===== src/rtl/core/cscan_pkg.sv =====
// Shared types and constants for the circular-scan disk scheduler.
package cscan_pkg;

  localparam int CYL_W  = 12;
  localparam int TOT_W  = 14;
  localparam int DATA_W = 32;
  localparam int ADDR_W = 3;

  localparam logic [TOT_W-1:0] TOTAL_MAX      = 14'h3FFF;
  localparam logic             MOVE_HIGH_INIT = 1'b1;
  localparam logic [CYL_W-1:0] LAST_CYL_INIT  = 12'd199;

  localparam logic KIND_LOAD  = 1'b0;
  localparam logic KIND_START = 1'b1;

  localparam logic REG_MOVE_HIGH = 1'b0;
  localparam logic REG_LAST_CYL  = 1'b1;

  typedef enum logic [2:0] {
    ST_IDLE,
    ST_SEEK,
    ST_FIRST,
    ST_EDGE1,
    ST_EDGE2,
    ST_SECOND
  } state_t;

  typedef enum logic [1:0] {
    OP_HOLD,
    OP_INSERT,
    OP_ROT_LEFT,
    OP_ROT_RIGHT
  } cell_op_t;

  typedef struct packed {
    cell_op_t         op;
    logic [CYL_W-1:0] ins_cyl;
  } chain_ctrl_t;

  typedef struct packed {
    logic valid;
    logic first_free;
    logic tail;
  } cell_pos_t;

endpackage


===== src/rtl/core/cscan_cell.sv =====
// One cell of the sorted request row: holds a cylinder and trades it with its neighbors.
module cscan_cell (
  input  logic                         clk,
  input  cscan_pkg::chain_ctrl_t       ctrl,
  input  cscan_pkg::cell_pos_t         pos,
  input  logic [cscan_pkg::CYL_W-1:0]  prev_val,
  input  logic                         prev_gt,
  input  logic [cscan_pkg::CYL_W-1:0]  next_val,
  input  logic [cscan_pkg::CYL_W-1:0]  wrap_val,
  output logic [cscan_pkg::CYL_W-1:0]  val,
  output logic                         gt
);
  import cscan_pkg::*;

  logic [CYL_W-1:0] val_next;

  assign gt = pos.valid && (val > ctrl.ins_cyl);

  always_comb begin
    val_next = val;
    case (ctrl.op)
      OP_INSERT: begin
        if (gt || pos.first_free) begin
          val_next = prev_gt ? prev_val : ctrl.ins_cyl;
        end
      end
      OP_ROT_LEFT: begin
        if (pos.valid) begin
          val_next = pos.tail ? wrap_val : next_val;
        end
      end
      OP_ROT_RIGHT: begin
        if (pos.valid) begin
          val_next = prev_val;
        end
      end
      default: begin
        val_next = val;
      end
    endcase
  end

  always_ff @(posedge clk) begin
    val <= val_next;
  end

endmodule


===== src/rtl/core/cscan_chain.sv =====
// Row of request cells kept in ascending order, with the low and high ends exposed.
module cscan_chain #(
  parameter int MAX_REQUESTS = 32
) (
  input  logic                                  clk,
  input  cscan_pkg::chain_ctrl_t                ctrl,
  input  logic [$clog2(MAX_REQUESTS+1)-1:0]     count,
  output logic [cscan_pkg::CYL_W-1:0]           front_low,
  output logic [cscan_pkg::CYL_W-1:0]           front_high
);
  import cscan_pkg::*;

  localparam int CNT_W = $clog2(MAX_REQUESTS + 1);
  localparam int IDX_W = (MAX_REQUESTS > 1) ? $clog2(MAX_REQUESTS) : 1;

  logic [CYL_W-1:0] vals [MAX_REQUESTS];
  logic             gts  [MAX_REQUESTS];
  logic [CNT_W-1:0] top_idx;

  assign top_idx    = count - CNT_W'(1);
  assign front_high = vals[top_idx[IDX_W-1:0]];
  assign front_low  = vals[0];

  for (genvar i = 0; i < MAX_REQUESTS; i++) begin : g_cell
    cell_pos_t        pos;
    logic [CYL_W-1:0] prev_val;
    logic             prev_gt;
    logic [CYL_W-1:0] next_val;

    assign pos.valid      = CNT_W'(i) < count;
    assign pos.first_free = CNT_W'(i) == count;
    assign pos.tail       = CNT_W'(i + 1) == count;

    if (i == 0) begin : g_head
      assign prev_val = front_high;
      assign prev_gt  = 1'b0;
    end else begin : g_body
      assign prev_val = vals[i-1];
      assign prev_gt  = gts[i-1];
    end

    if (i == MAX_REQUESTS - 1) begin : g_end
      assign next_val = '0;
    end else begin : g_mid
      assign next_val = vals[i+1];
    end

    cscan_cell u_cell (
      .clk      (clk),
      .ctrl     (ctrl),
      .pos      (pos),
      .prev_val (prev_val),
      .prev_gt  (prev_gt),
      .next_val (next_val),
      .wrap_val (vals[0]),
      .val      (vals[i]),
      .gt       (gts[i])
    );
  end

endmodule


===== src/rtl/core/cscan_disk_scheduler_core.sv =====
// Circular-scan disk scheduler top level: control sequencer, register port and result word.
// A load word is taken while idle; the input stalls while a run is in progress.
// A start word first rotates the cell row once per request behind the head in the sweep
// direction (up to the request count), then emits one result word per cycle while the output
// is not stalled: count + 2 words in all.
// Synchronous reset empties the request row and restores move_high = 1, last_cylinder = 199.
module cscan_disk_scheduler_core #(
  parameter int MAX_REQUESTS = 32
) (
  input  logic                          clk,
  input  logic                          rst,
  input  logic                          in_valid,
  output logic                          in_stall,
  input  logic                          kind,
  input  logic [cscan_pkg::CYL_W-1:0]   cylinder,
  output logic                          out_valid,
  input  logic                          out_stall,
  output logic [cscan_pkg::CYL_W-1:0]   position,
  output logic [cscan_pkg::TOT_W-1:0]   movement_total,
  output logic                          is_last,
  input  logic                          psel,
  input  logic                          penable,
  input  logic                          pwrite,
  input  logic [cscan_pkg::ADDR_W-1:0]  paddr,
  input  logic [cscan_pkg::DATA_W-1:0]  pwdata,
  output logic [cscan_pkg::DATA_W-1:0]  prdata,
  output logic                          pready
);
  import cscan_pkg::*;

  localparam int CNT_W = $clog2(MAX_REQUESTS + 1);

  state_t           state, state_next;
  chain_ctrl_t      ctrl;
  logic [CNT_W-1:0] count, count_next;
  logic [CNT_W-1:0] rot, rot_next;
  logic [CNT_W-1:0] left, left_next;
  logic [CYL_W-1:0] head, head_next;
  logic [TOT_W-1:0] total, total_next;
  logic             move_high;
  logic [CYL_W-1:0] last_cylinder;
  logic [CYL_W-1:0] front_low, front_high, front;
  logic             in_acc, adv, emit, emit_last;
  logic [CYL_W-1:0] emit_pos;
  logic [CYL_W-1:0] gap;
  logic [TOT_W:0]   sum;
  cell_op_t         rot_op;
  logic             cfg_wr;

  // Register port.
  assign pready = 1'b1;
  assign cfg_wr = psel && penable && pwrite;

  always_ff @(posedge clk) begin
    if (rst) begin
      move_high     <= MOVE_HIGH_INIT;
      last_cylinder <= LAST_CYL_INIT;
    end else if (cfg_wr) begin
      unique case (paddr[2])
        REG_MOVE_HIGH: move_high     <= pwdata[0];
        REG_LAST_CYL:  last_cylinder <= pwdata[CYL_W-1:0];
        default:       move_high     <= move_high;
      endcase
    end
  end

  always_comb begin
    unique case (paddr[2])
      REG_MOVE_HIGH: prdata = {{(DATA_W-1){1'b0}}, move_high};
      REG_LAST_CYL:  prdata = {{(DATA_W-CYL_W){1'b0}}, last_cylinder};
      default:       prdata = '0;
    endcase
  end

  cscan_chain #(
    .MAX_REQUESTS (MAX_REQUESTS)
  ) u_chain (
    .clk        (clk),
    .ctrl       (ctrl),
    .count      (count),
    .front_low  (front_low),
    .front_high (front_high)
  );

  assign in_stall = (state != ST_IDLE);
  assign in_acc   = in_valid && !in_stall;
  assign adv      = !out_valid || !out_stall;
  assign front    = move_high ? front_low : front_high;
  assign rot_op   = move_high ? OP_ROT_LEFT : OP_ROT_RIGHT;

  always_ff @(posedge clk) begin
    if (rst) begin
      state <= ST_IDLE;
      count <= '0;
    end else begin
      state <= state_next;
      count <= count_next;
    end
  end

  always_ff @(posedge clk) begin
    rot   <= rot_next;
    left  <= left_next;
    head  <= head_next;
    total <= total_next;
  end

  always_comb begin
    state_next   = state;
    ctrl.op      = OP_HOLD;
    ctrl.ins_cyl = cylinder;
    count_next   = count;
    rot_next     = rot;
    left_next    = left;
    head_next    = head;
    total_next   = total;
    emit         = 1'b0;
    emit_pos     = front;
    emit_last    = 1'b0;
    unique case (state)
      ST_IDLE: begin
        if (in_acc) begin
          if (kind == KIND_START) begin
            state_next = ST_SEEK;
            head_next  = cylinder;
            total_next = '0;
            rot_next   = '0;
          end else if (count < CNT_W'(MAX_REQUESTS)) begin
            ctrl.op    = OP_INSERT;
            count_next = count + CNT_W'(1);
          end
        end
      end
      ST_SEEK: begin
        if ((rot < count) && (move_high ? (front < head) : (front >= head))) begin
          ctrl.op  = rot_op;
          rot_next = rot + CNT_W'(1);
        end else begin
          left_next  = count - rot;
          state_next = (count != rot) ? ST_FIRST : ST_EDGE1;
        end
      end
      ST_FIRST: begin
        if (adv) begin
          emit      = 1'b1;
          ctrl.op   = rot_op;
          left_next = left - CNT_W'(1);
          if (left == CNT_W'(1)) begin
            state_next = ST_EDGE1;
          end
        end
      end
      ST_EDGE1: begin
        if (adv) begin
          emit       = 1'b1;
          emit_pos   = move_high ? last_cylinder : '0;
          state_next = ST_EDGE2;
        end
      end
      ST_EDGE2: begin
        if (adv) begin
          emit     = 1'b1;
          emit_pos = move_high ? '0 : last_cylinder;
          if (rot == '0) begin
            emit_last  = 1'b1;
            count_next = '0;
            state_next = ST_IDLE;
          end else begin
            left_next  = rot;
            state_next = ST_SECOND;
          end
        end
      end
      ST_SECOND: begin
        if (adv) begin
          emit      = 1'b1;
          ctrl.op   = rot_op;
          left_next = left - CNT_W'(1);
          if (left == CNT_W'(1)) begin
            emit_last  = 1'b1;
            count_next = '0;
            state_next = ST_IDLE;
          end
        end
      end
      default: begin
        state_next = ST_IDLE;
      end
    endcase
    gap = (head > emit_pos) ? (head - emit_pos) : (emit_pos - head);
    sum = {1'b0, total} + (TOT_W + 1)'(gap);
    if (emit) begin
      head_next  = emit_pos;
      total_next = (sum > (TOT_W + 1)'(TOTAL_MAX)) ? TOTAL_MAX : sum[TOT_W-1:0];
    end
  end

  // Result word register.
  always_ff @(posedge clk) begin
    if (rst) begin
      out_valid <= 1'b0;
    end else if (emit) begin
      out_valid <= 1'b1;
    end else if (!out_stall) begin
      out_valid <= 1'b0;
    end
  end

  always_ff @(posedge clk) begin
    if (emit) begin
      position       <= emit_pos;
      movement_total <= total_next;
      is_last        <= emit_last;
    end
  end

`ifndef SYNTHESIS
  a_count_range: assert property (@(posedge clk) disable iff (rst)
    count <= CNT_W'(MAX_REQUESTS))
    else $error("request count exceeds the store size");

  a_start_seek: assert property (@(posedge clk) disable iff (rst)
    (in_valid && !in_stall && kind == KIND_START) |=> (state == ST_SEEK))
    else $error("start word did not begin the search");

  a_run_end: assert property (@(posedge clk) disable iff (rst)
    (emit && emit_last) |=> (state == ST_IDLE && count == '0 && out_valid && is_last))
    else $error("final word did not close the run");

  a_rot_bound: assert property (@(posedge clk) disable iff (rst)
    (state != ST_IDLE) |-> (rot <= count))
    else $error("rotation count passed the request count");

  a_left_live: assert property (@(posedge clk) disable iff (rst)
    (state == ST_FIRST || state == ST_SECOND) |-> (left != '0))
    else $error("emit phase entered with nothing left");
`endif

endmodule

===== config.mk =====
export PLATFORM = sky130hd
export DESIGN_NAME = cscan_disk_scheduler_core
export DESIGN_NICKNAME = d
export VERILOG_FILES = /design/src/rtl/core/cscan_pkg.sv /design/src/rtl/core/cscan_cell.sv /design/src/rtl/core/cscan_chain.sv /design/src/rtl/core/cscan_disk_scheduler_core.sv
export SDC_FILE = /design/constraint.sdc
export NUM_CORES = 2
export LEC_CHECK = 0
export ABC_CLOCK_PERIOD_IN_PS = 17400
export BUFFER_PORTS_ARGS = -buffer_cell sky130_fd_sc_hd__buf_2
export CORE_MARGIN = 10
export CORE_UTILIZATION = 30
export CTS_CLUSTER_DIAMETER = 150
export DETAILED_ROUTE_END_ITERATION = 8
export PLACE_DENSITY = 0.51
export SLEW_MARGIN = 20
export SYNTH_ARGS = -nofsm -noshare
export SYNTH_HDL_FRONTEND = slang
export SYNTH_HIERARCHICAL = 1
export SYNTH_SLANG_ARGS = --single-unit

===== constraint.sdc =====
create_clock -name clk -period 17.4 [get_ports clk]
set_input_delay 1.74 -clock clk [delete_from_list [all_inputs] [get_ports clk]]
set_output_delay 1.74 -clock clk [all_outputs]
set_load 0.05 [all_outputs]

==> run_results.csv <==
group,metric,value,unit
outcome,status,"complete, no violations",
hold_path,hp-start,"last_cylinder[1]",
worst_setup_path,r2r_end,"u_chain/g_cell[18].u_cell/val[4]",
final_layout,multiInputGateArea,32590,um2
clock_tree,ctsHoldBuffers,0,
synthesis,ys_warn_count,6,
power,max-vdd-ir-drop,123.9,uV
place,globalplace.congestion,0.8661,
power,power_density,127.3,nW/um2
worst_setup_path,crit_required,17.68,ns
place,place_ws,8.396,ns
clock_tree,clkLatencyLatePin,0.69,ns
sta,timing.final.max_slew_violations,0,
clock_tree,clk_pin_slew,0.06,ns
floorplanning,placementRows,150,
sta,grt_setup_unrepaired,"no",
route,met1_length,77330,um
power,p_leak,19.39,nW
hold_path,hold_path_class,"reg2reg",
route,routed_via_density,5.504,
final_layout,regArea,13810,um2
global_routing,gr-total-overflow,0,
clock_tree,tritoncts_num_sinks,472,
flow_run,max_cap_viol_count,0,
sta,tightest_slew,1.179,ns
worst_setup_path,r2r_setup_slack,8.13,ns
clock_tree,cts_tree,"built",
global_routing,grt_usage,0.1791,
final_layout,syn_to_final_growth,8.434,%
sta,whs,0.4925,ns
floorplanning,initial_core_util,0.3011,
final_layout,layout.nets,5964,
route,wl_met2,80860,um
worst_setup_path,start_kind,"flip-flop",
worst_setup_path,r2r_cells,19,
route,route.met3.wl,8725,um
final_layout,layout-drive-gt1-share,0.1489,
sta,fin_skew,0.03866,ns
global_routing,grt_pass1_vias,40630,
floorplanning,coreArea,166700,um2
clock_tree,cts_buffer_depth,3,
clock_tree,cts_setup_buffers,0,
clock_tree,cts_resized,0,
route,drt_iter0_markers,3781,
final_layout,diodes,0,
place,placement.io_buffers,73,
clock_tree,cts.htree.levels,3,
place,hpwl,118100,um
floorplanning,boundaryPins,117,
worst_setup_path,critPathKind,"reg2reg",
global_routing,grt_max_degree,196,
route,antenna_left,0,
sta,fin_crit_sh,0.5326,
route,routedWlPerCell,22.32,um
final_layout,fill_cells,17220,
route,drc,0,
clock_tree,root_buffer,"clkbuf_16",
worst_setup_path,path_max_fanout,175,
sta,setup_viol,0,
worst_setup_path,worstSetupEndpointType,"flip-flop",
sta,setup_ws,8.132,ns
route,finalWirelength,172100,um
sta,period_minus_slack,9.268,ns
hold_path,hold_depth,2,
sta,finalSetupTns,0,ns
route,top_layer_used,"met4",
clock_tree,cts_buffers,68,
floorplanning,die_y,429.0,um
sta,fmax,107.9,MHz
floorplanning,fp.dieArea,184100,um2
route,first_pass_iters,6,
place,placed_cell_area,52370,um2
final_layout,final_cell_area,54420,um2
synthesis,syn_avg_cell_area,9.107,um2
floorplanning,die_w,429.0,um
synthesis,synth_area,50190,um2
sta,hold_viol,0,
synthesis,syn_inst,5511,
global_routing,grt_pass1_wl,262000,um
power,p_total,6.930,mW
sta,slew-limit-headroom,0.2108,
worst_setup_path,r2r_start,"count[0]",
hold_path,holdPathEnd,"last_cylinder[1]",
worst_setup_path,worstPathArrival,9.55,ns
global_routing,antenna_found_initial,4,
route,dr_total_vias,42440,
-- sequential cells by signal, indices dropped and copies added (netlist names) --
register,flops
u_chain/g_cell.u_cell/val,384
movement_total,14
total,14
head,12
last_cylinder,12
position,12
count,6
left,6
rot,6
state,3
is_last,1
move_high,1
out_valid,1
-- power breakdown --
part	internal [mW]	leakage, nW	total [mW]	switching (mW)
Combinational	1.41	14.1	3.94	2.53
Sequential	1.52	4.25	1.63	0.105
Clock	0.760	1.02	1.36	0.603
Total	3.69	19.4	6.93	3.24
-- cell usage in the layout (no fill, tap or decap), drive strengths merged, types with 53 or more instances in the layout --
| cell | n |
|---|---|
| a21oi | 313 |
| buf | 202 |
| clkbuf | 82 |
| edfxtp | 435 |
| ha | 449 |
| inv | 484 |
| mux2i | 787 |
| mux4 | 96 |
| nand2 | 861 |
| nand3 | 98 |
| nand4 | 103 |
| nor2 | 70 |
| nor2b | 53 |
| o21ai | 780 |
-- metal layers --
layer | vias up | GRT usage
li1 | 20180 | -
met2 | 1214 | 0.2978
met4 | 0 | 0.05906
met3 | 235 | 0.01966
met1 | 20810 | 0.2413
met5 | - | 0
-- stage by stage --
| step | cells | util |
|---|---|---|
| after floorplan | 5542 | - |
| after global placement | 7590 | 0.3142 |
| after detailed placement | 7590 | 0.3142 |
| after CTS | 7711 | 0.3265 |
| after global routing | 7711 | 0.3265 |
| final | 7711 | 0.3265 |
-- critical path, cell delays in order (launching register included) --
cell       delay [ns]
dfxtp_4          0.76
inv_2            0.18
ha_4             0.62
buf_4            0.76
mux4_2           0.46
nor2b_1          0.15
a221oi_1         0.90
a2111oi_2        0.13
mux2_2           0.37
ha_1             0.30
and4_1           0.21
a221oi_1         0.35
o2111a_1         0.23
a31o_2           0.17
or2_4            0.24
buf_4            0.74
buf_12           0.71
a21oi_1          0.23
a21o_1           0.25
a31oi_2          0.78
-- worst max path at each step --
stage	depth (start not counted)	end	start	slack, ns
after floorplan	21	u_chain/g_cell[0].u_cell/val[0]	count[0]	5.23
after global placement	19	u_chain/g_cell[16].u_cell/val[4]	count[0]	8.46
after detailed placement	19	u_chain/g_cell[16].u_cell/val[4]	count[0]	8.40
after CTS	19	u_chain/g_cell[18].u_cell/val[7]	count[0]	8.35
after global routing	19	u_chain/g_cell[16].u_cell/val[4]	count[0]	7.91
final	19	u_chain/g_cell[18].u_cell/val[4]	count[0]	8.13
-- layout make-up --
cell class / count / area share
clock buffers: 82 / 0.03281
clock inverters: 39 / 0.004759
inverters: 478 / 0.03297
multi-input cells: 4234 / 0.5989
flip-flops and latches: 472 / 0.2537
well taps: 2204 / 0.05067
repair buffers: 202 / 0.02616
No activity file was read; power rests on OpenSTA's default activity.
